$ cat config.mk
export PLATFORM = sky130hd
export DESIGN_NAME = half_pel_motion_comp
export DESIGN_NICKNAME = d
export VERILOG_FILES = /design/src/rtl/hpmc_pkg.sv /design/src/rtl/half_pel_motion_comp.sv /design/src/rtl/hpmc_lane.sv /design/src/rtl/hpmc_rsp_buf.sv
export SDC_FILE = /design/constraint.sdc
export NUM_CORES = 2
export LEC_CHECK = 0
export BUFFER_PORTS_ARGS = -buffer_cell sky130_fd_sc_hd__clkbuf_2
export CAP_MARGIN = 20
export CORE_AREA = 2 2 340 342
export CTS_BUF_LIST = sky130_fd_sc_hd__clkbuf_4
export CTS_CLUSTER_DIAMETER = 80
export CTS_CLUSTER_SIZE = 40
export DETAILED_ROUTE_END_ITERATION = 12
export DIE_AREA = 0 0 342 344
export PLACE_DENSITY = 0.59
export SYNTH_ARGS = -nofsm -noshare
export SYNTH_HDL_FRONTEND = slang
export SYNTH_HIERARCHICAL = 1
export SYNTH_SLANG_ARGS = --single-unit
$ cat constraint.sdc
create_clock -name clock -period 7.6 [get_ports clock]
set_input_delay 0 -clock clock [delete_from_list [all_inputs] [get_ports clock]]
set_output_delay 0 -clock clock [all_outputs]
set_load 0.05 [all_outputs]
$ cat src/rtl/hpmc_pkg.sv
// ----------------------------------------------------------------------------
// hpmc_pkg
// Shared constants and types for the half-pel motion compensation block.
// ----------------------------------------------------------------------------
`default_nettype none

package hpmc_pkg;

   localparam int MaxRowPixels = 16;
   localparam int NarrowPixels = 8;
   localparam int RowBytes     = MaxRowPixels + 1;
   localparam int PixelWidth   = 8;
   localparam int WordWidth    = 64;

   typedef logic [PixelWidth-1:0] pixel_type;

   // interpolation controls shared by all lanes
   typedef struct packed {
      logic average_mode;
      logic half_x;
      logic half_y;
   } mode_type;

   typedef struct packed {
      logic [WordWidth-1:0] pred_low;
      logic [WordWidth-1:0] pred_high;
      logic                 block_done;
   } rsp_type;

endpackage

`default_nettype wire

$ cat src/rtl/half_pel_motion_comp.sv
// ----------------------------------------------------------------------------
// half_pel_motion_comp
// Row-by-row half-pel prediction for 8 or 16 pixel wide blocks.
// ----------------------------------------------------------------------------
// Sixteen pixel lanes compute each row combinationally into the result buffer.
// Throughput: one row per cycle while req_stall is low.
// A two-entry result buffer keeps accepting while one result waits downstream;
// req_stall rises only when both entries are occupied.
// Priming rows (half_y with first_row) update the row store and give no beat.
// Reset empties the result buffer and clears the stored previous row to zero.
`default_nettype none

module half_pel_motion_comp (
   input  wire         clock,
   input  wire         reset,
   input  wire         req_valid,
   output logic        req_stall,
   input  wire  [63:0] req_ref_low,
   input  wire  [63:0] req_ref_high,
   input  wire  [7:0]  req_ref_extra,
   input  wire  [63:0] req_dest_low,
   input  wire  [63:0] req_dest_high,
   input  wire         req_average_mode,
   input  wire         req_half_x,
   input  wire         req_half_y,
   input  wire         req_wide,
   input  wire         req_first_row,
   input  wire         req_last_row,
   output logic        rsp_valid,
   input  wire         rsp_stall,
   output logic [63:0] rsp_pred_low,
   output logic [63:0] rsp_pred_high,
   output logic        rsp_block_done
);

   localparam int Rows = hpmc_pkg::RowBytes;
   localparam int Pw   = hpmc_pkg::PixelWidth;

   hpmc_pkg::pixel_type cur     [Rows];
   hpmc_pkg::pixel_type dst     [hpmc_pkg::MaxRowPixels];
   hpmc_pkg::pixel_type pred    [hpmc_pkg::MaxRowPixels];
   hpmc_pkg::pixel_type prev_ff [Rows];
   hpmc_pkg::mode_type  mode;
   hpmc_pkg::rsp_type   push_data;
   hpmc_pkg::rsp_type   rsp_data;
   logic                accept;
   logic                push;
   logic                full;

   assign req_stall = full;
   assign accept    = req_valid && !full;
   assign push      = accept && !(req_half_y && req_first_row);

   assign mode.average_mode = req_average_mode;
   assign mode.half_x       = req_half_x;
   assign mode.half_y       = req_half_y;

   assign cur[Rows-1] = req_ref_extra;

   for (genvar i = 0; i < hpmc_pkg::MaxRowPixels; i++) begin : g_lane
      if (i < hpmc_pkg::NarrowPixels) begin : g_low
         assign cur[i]                   = req_ref_low[i*Pw +: Pw];
         assign dst[i]                   = req_dest_low[i*Pw +: Pw];
         assign push_data.pred_low[i*Pw +: Pw] = pred[i];
      end else begin : g_high
         localparam int J = i - hpmc_pkg::NarrowPixels;
         assign cur[i]                    = req_ref_high[J*Pw +: Pw];
         assign dst[i]                    = req_dest_high[J*Pw +: Pw];
         assign push_data.pred_high[J*Pw +: Pw] = pred[i];
      end

      hpmc_lane u_lane (
         .cur_a   (cur[i]),
         .cur_b   (cur[i+1]),
         .prev_c  (prev_ff[i]),
         .prev_d  (prev_ff[i+1]),
         .dst     (dst[i]),
         .mode    (mode),
         .lane_en ((i < hpmc_pkg::NarrowPixels) || req_wide),
         .pred    (pred[i])
      );
   end

   assign push_data.block_done = req_last_row;

   // every accepted row, priming or not, becomes the row above for the next
   always_ff @(posedge clock) begin
      for (int k = 0; k < Rows; k++) begin
         if (reset) begin
            prev_ff[k] <= '0;
         end else if (accept) begin
            prev_ff[k] <= cur[k];
         end
      end
   end

   hpmc_rsp_buf u_rsp_buf (
      .clock     (clock),
      .reset     (reset),
      .push      (push),
      .push_data (push_data),
      .full      (full),
      .rsp_valid (rsp_valid),
      .rsp_stall (rsp_stall),
      .rsp_data  (rsp_data)
   );

   assign rsp_pred_low   = rsp_data.pred_low;
   assign rsp_pred_high  = rsp_data.pred_high;
   assign rsp_block_done = rsp_data.block_done;

   a_row_store_loads: assert property (@(posedge clock) disable iff (reset)
      accept |=> (prev_ff[Rows-1] == $past(req_ref_extra)
                  && prev_ff[0] == $past(req_ref_low[Pw-1:0])))
      else $error("row store not loaded from accepted row");

   a_narrow_high_zero: assert property (@(posedge clock) disable iff (reset)
      (push && !req_wide) |-> (push_data.pred_high == '0))
      else $error("narrow row produced nonzero high pixels");

   a_priming_no_beat: assert property (@(posedge clock) disable iff (reset)
      (accept && req_half_y && req_first_row) |-> !push)
      else $error("priming row produced a result beat");

endmodule

`default_nettype wire

$ cat src/rtl/hpmc_lane.sv
// ----------------------------------------------------------------------------
// hpmc_lane
// One pixel of half-pel interpolation with optional destination averaging.
// ----------------------------------------------------------------------------
`default_nettype none

module hpmc_lane (
   input  var hpmc_pkg::pixel_type cur_a,
   input  var hpmc_pkg::pixel_type cur_b,
   input  var hpmc_pkg::pixel_type prev_c,
   input  var hpmc_pkg::pixel_type prev_d,
   input  var hpmc_pkg::pixel_type dst,
   input  var hpmc_pkg::mode_type  mode,
   input  wire                     lane_en,
   output hpmc_pkg::pixel_type     pred
);

   logic [9:0]          quad_sum;
   logic [8:0]          pair_sum;
   logic [8:0]          avg_sum;
   hpmc_pkg::pixel_type pair_op;
   hpmc_pkg::pixel_type interp;

   always_comb begin
      quad_sum = {2'b00, cur_a} + {2'b00, cur_b} + {2'b00, prev_c} + {2'b00, prev_d}
               + 10'd2;
      // horizontal pair uses the right neighbor, vertical pair the row above
      pair_op  = mode.half_x ? cur_b : prev_c;
      pair_sum = {1'b0, cur_a} + {1'b0, pair_op} + 9'd1;
      unique case ({mode.half_x, mode.half_y})
         2'b11:   interp = quad_sum[9:2];
         2'b10,
         2'b01:   interp = pair_sum[8:1];
         default: interp = cur_a;
      endcase
      avg_sum = {1'b0, dst} + {1'b0, interp} + 9'd1;
      if (!lane_en) begin
         pred = '0;
      end else if (mode.average_mode) begin
         pred = avg_sum[8:1];
      end else begin
         pred = interp;
      end
   end

endmodule

`default_nettype wire

$ cat src/rtl/hpmc_rsp_buf.sv
// ----------------------------------------------------------------------------
// hpmc_rsp_buf
// Two-entry result buffer: output register plus skid entry.
// ----------------------------------------------------------------------------
`default_nettype none

module hpmc_rsp_buf (
   input  wire                    clock,
   input  wire                    reset,
   input  wire                    push,
   input  var hpmc_pkg::rsp_type  push_data,
   output logic                   full,
   output logic                   rsp_valid,
   input  wire                    rsp_stall,
   output hpmc_pkg::rsp_type      rsp_data
);

   logic              out_valid_ff, out_valid_in;
   logic              skid_valid_ff, skid_valid_in;
   hpmc_pkg::rsp_type out_data_ff, out_data_in;
   hpmc_pkg::rsp_type skid_data_ff, skid_data_in;
   logic              pop;

   assign pop       = out_valid_ff && !rsp_stall;
   assign full      = skid_valid_ff;
   assign rsp_valid = out_valid_ff;
   assign rsp_data  = out_data_ff;

   always_comb begin
      out_valid_in  = out_valid_ff;
      skid_valid_in = skid_valid_ff;
      out_data_in   = out_data_ff;
      skid_data_in  = skid_data_ff;
      priority if (skid_valid_ff) begin
         if (pop) begin
            out_data_in   = skid_data_ff;
            skid_valid_in = 1'b0;
         end
      end else if (push) begin
         if (!out_valid_ff || pop) begin
            out_data_in  = push_data;
            out_valid_in = 1'b1;
         end else begin
            skid_data_in  = push_data;
            skid_valid_in = 1'b1;
         end
      end else if (pop) begin
         out_valid_in = 1'b0;
      end
   end

   always_ff @(posedge clock) begin
      if (reset) begin
         out_valid_ff  <= 1'b0;
         skid_valid_ff <= 1'b0;
      end else begin
         out_valid_ff  <= out_valid_in;
         skid_valid_ff <= skid_valid_in;
      end
      out_data_ff  <= out_data_in;
      skid_data_ff <= skid_data_in;
   end

   a_skid_implies_out: assert property (@(posedge clock) disable iff (reset)
      skid_valid_ff |-> out_valid_ff)
      else $error("skid entry held with empty output register");

   a_no_push_when_full: assert property (@(posedge clock) disable iff (reset)
      skid_valid_ff |-> !push)
      else $error("beat pushed into full result buffer");

   a_skid_drains: assert property (@(posedge clock) disable iff (reset)
      (skid_valid_ff && pop) |=> (out_valid_ff && !skid_valid_ff
                                  && out_data_ff == $past(skid_data_ff)))
      else $error("skid entry not moved to output register");

endmodule

`default_nettype wire

==> flow_summary.yaml <==
sta:
  tightest_slew_ns: 0.946
  setup_total_negative_slack_ns: 0
  fin_hold_ws_ns: 0.0981
  finalHoldViolCount: 0
  achievable-frequency_ghz: 0.147
  postLayoutSetupSlackWorst_ns: 0.780
  post-route-min-period_ns: 6.82
  final_max_slew_viol_count: 0
  timing.slew.headroom: 0.369
  setup-violations-final: 0
  fin_skew_ns: 0.0847
  min_period_over_period: 0.897
  rsz0062_at_grt: "no"
global_routing:
  grt_overflow: 0
  globalRouteMet2Util: 0.411
  gr-usage-met3: 0.0286
  grt_pass1_vias: 39400
  wire_length_of_the_first_global_routing_pass_mm: 221
  gr_peak_layer: "met2"
  track_usage: 0.237
  antenna_found_initial: 19
  grt_start_max_net_pins: 104
  grt_use_met1: 0.316
place:
  placement.io_buffers: 404
  worst_setup_slack_before_clock_tree_synthesis_ns: 2.57
  placedCellCount: 6771
  place_hpwl_mm: 106
  dpl-instance-area_um2: 49100
  globalplace.congestion: 0.914
worst_setup_path:
  ff2ff_path_depth: 21
  cp-end-kind: "flip-flop"
  timing.critical_path.slowest_stage_cell: "dlygate4sd3_1"
  crit_type: "reg2reg"
  worstPathCellList: "inv_1 -> fa_1 -> fa_1 -> inv_1 -> ha_1 -> and4b_1 -> o21ai_1 -> a21oi_1 -> or3_1 -> a31o_1 -> ha_1 -> a21o_1 -> a31o_1 -> a31o_1 -> or3_1 -> dlygate4sd3_1 -> a21o_1 -> dlygate4sd3_1 -> o211a_1 -> dlygate4sd3_1 -> mux2_2"
  r2r-start: "prev_ff[8][2]$_SDFFCE_PN0P_"
  reg2reg_slack_ns: 0.78
  worstPathArrival_ns: 7.57
  timing.critical_path.required_ns: 8.35
  cp-start-kind: "flip-flop"
  critPathMaxStageDelay_ns: 0.57
  critical_path.max_fanout: 7
  crit-reg2reg-capture: "u_rsp_buf/rsp_data[7]$_DFFE_PP_"
clock_network:
  cts_max_level: 2
  clkSlewWorstSetupHoldPaths_ns: 0.19
  clock_sinks: 396
  cts_made_buffers: 42
  worstSkewPairLatency_ns: 1.01
  cts_root_buf: "clkbuf_4"
  cts_tree: "done"
  post_cts_buffers: 0
  clock_path_buffers: 3
routing:
  remaining_drc_errors: 0
  first_iter_violations: 2684
  route.detailed.wl_per_inst_um: 19.0
  antenna_left: 0
  dr.pass1.iters: 5
  routed-via-count: 39900
  vias_per_cell: 5.33
  finalWirelength_mm: 142
logic_synthesis:
  synthesis.instances: 4905
  post_synth_xor_area_fraction: 0.0264
  synth_seq_cells: 396
  synth-simple-area-share: 0.152
  synth_flop_cell: "edfxtp_1"
  netlist-cell-type-count: 118
  yosysWarningCount: 6
  syn_area_per_cell_um2: 9.25
  synth_mux_area_frac: 0.0508
  synth_top_family_by_area: "adder cells"
  yosys.area_share.adder: 0.230
  synth_enable_flop_cells: 394
  synth.yosys.seq_area_share: 0.262
  ys_async_sr_fraction: 0
  synth.cell_area_um2: 45400
  synth-compound-area-share: 0.189
worst_hold_path:
  hold_depth: 3
  min_to: "prev_ff[6][7]$_SDFFCE_PN0P_"
  hold_path.startpoint: "req_ref_low[55]"
  worst_hold_path_type: "in2reg"
floorplan:
  floorplan.die_area_um2: 118000
  die_w_um: 342
  die-height_um: 344
  num_rows: 124
  start_util: 0.399
  fp.coreArea_um2: 114000
  ioPinCount: 405
cells_and_area:
  ff_latch_area_um2: 11900
  area_growth_pct: 23.6
  num-fill-cells: 10900
  final_cell_count_no_fill: 7479
  final_cell_area_um2: 56100
  layout.nets: 6862
  multiInputGateArea_um2: 29500
  final_core_utilization: 0.493
  share_of_post_route_cells_with_drive_strength_above_1: 0.132
pwr:
  power_per_cell_area_nw_per_um2: 197
  relative_contribution_of_the_clock_network_to_total_power: 0.142
  internal-power_mw: 6.14
  power.static_leakage_nw: 25.6
  irDropWorstVdd_mv: 0.0956
  switching_share: 0.443
  power.total_mw: 11.0
  fraction_of_power_consumed_by_combinational_cells: 0.607
  netSwitchingPower_mw: 4.89
  sequential_share_of_power: 0.251
run_status:
  status: "completed"
run:
  drv_cap: 0
-- kinds of logic after synthesis --
logic type,Yosys count
and+or+nand+nor,1279
AOI/OAI and AO/OA,1190
buffers and inverters,1043
adders and majority gates,672
DFF,396
muxes,187
xor gates and xnor gates,137
other,1
-- critical path: cells and delay by family, from the launching register on --
family,cells,cell delay (ns)
buf+inv,5,1.83
fa+ha+maj,4,1.64
compound gates,8,1.53
simple gates,3,0.88
mux,1,0.26
flops,1,0.43
-- what timing repair did --
action / in CTS / in global routing
gates resized for setup: 0 / 0
hold buffers: 613 / 0
hold endpoints to repair: 589 / 0
-- routing by layer --
layer | vias to the layer above | routed length, µm
met5 | - | 144
li1 | 19300 | -
met4 | 22 | 2800
met1 | 19400 | 64000
met2 | 1009 | 68400
met3 | 178 | 6760
-- layout make-up --
type | count | area share
multi-input combinational | 3486 | 0.526
clock inverter | 33 | 0.00879
clock buffer | 45 | 0.00602
timing repair buffer | 1037 | 0.149
antenna | 17 | 0.000758
tap | 1512 | 0.0337
inverter | 953 | 0.0638
sequential | 396 | 0.212
-- cells in the final DEF (no fill, tap or decap), types with 81 or more instances in the layout --
cell type        n
o21ai_0        281
dlygate4sd3_1  613
clkbuf_2       401
fa_1           272
nand2b_1        87
inv_1          951
a21oi_1        151
edfxtp_1       394
nor2_1         171
nor3_1          96
o21a_1         100
xnor2_1         97
nand2_1        359
ha_1           400
nor2b_1         81
and2_1         167
-- power groups by stage --
stage          clock network [mW]  logic [mW]  registers [mW]
2_1_floorplan                   0        4.33            3.12
3_3_place_gp                    0        5.91            2.82
3_5_place_dp                    0        5.97            2.82
4_1_cts                      1.65        6.64            2.77
5_1_grt                      1.71        7.43            2.78
6_report                     1.56        6.70            2.77
-- Yosys cell counts (all sizes together) (15+ instances only) --
cell       n  area [µm²]
inv      952        3570
ha       400        5000
edfxtp   394       11800
nand2    359        1350
o21ai    296        1480
fa       272        5450
nor2     172         646
and2     167        1040
a21oi    159         826
mux2     146        1900
o21a     101         759
xnor2     97         850
nor3      96         480
nand2b    88         551
nor2b     81         507
a21o      57         429
o221ai    57         499
or3       49         344
buf       47         328
a211oi    46         380
nand3     46         230
a31oi     44         282
clkbuf    43         179
mux2i     41         410
xor2      40         350
a21boi    38         285
and3      38         239
a311oi    36         359
o2bb2ai   32         355
o211ai    31         233
nor3b     30         262
a22o      26         228
a221o     25         250
o22ai     25         188
o31ai     25         188
nand3b    23         173
or2       22         138
a211o     21         184
and3b     18         168
a2111oi   16         191
nand4     16         100
o41ai     16         140
o22a      15         201
o31a      15         138
-- registers in the layout (all words and copies together), names as in the netlist --
register and cells:
prev_ff 136, u_rsp_buf/rsp_data 129, u_rsp_buf/skid_data_ff 129, u_rsp_buf/full 1, u_rsp_buf/rsp_valid 1
-- worst max-delay path by stage --
stage	startpoint	endpoint	slack, ns	cells past startpoint
after global routing	prev_ff[8][2]$_SDFFCE_PN0P_	u_rsp_buf/rsp_data[7]$_DFFE_PP_	0.48	21
after detailed placement	prev_ff[8][2]$_SDFFCE_PN0P_	u_rsp_buf/rsp_data[7]$_DFFE_PP_	2.57	18
after CTS	prev_ff[8][2]$_SDFFCE_PN0P_	u_rsp_buf/rsp_data[7]$_DFFE_PP_	0.88	21
after floorplan	u_rsp_buf/full$_SDFF_PP0_	u_rsp_buf/skid_data_ff[0]$_DFFE_PP_	0.57	4
final	prev_ff[8][2]$_SDFFCE_PN0P_	u_rsp_buf/rsp_data[7]$_DFFE_PP_	0.78	21
after global placement	prev_ff[12][2]$_SDFFCE_PN0P_	u_rsp_buf/rsp_data[39]$_DFFE_PP_	2.64	17
No activity file was read; power rests on OpenSTA's default activity.
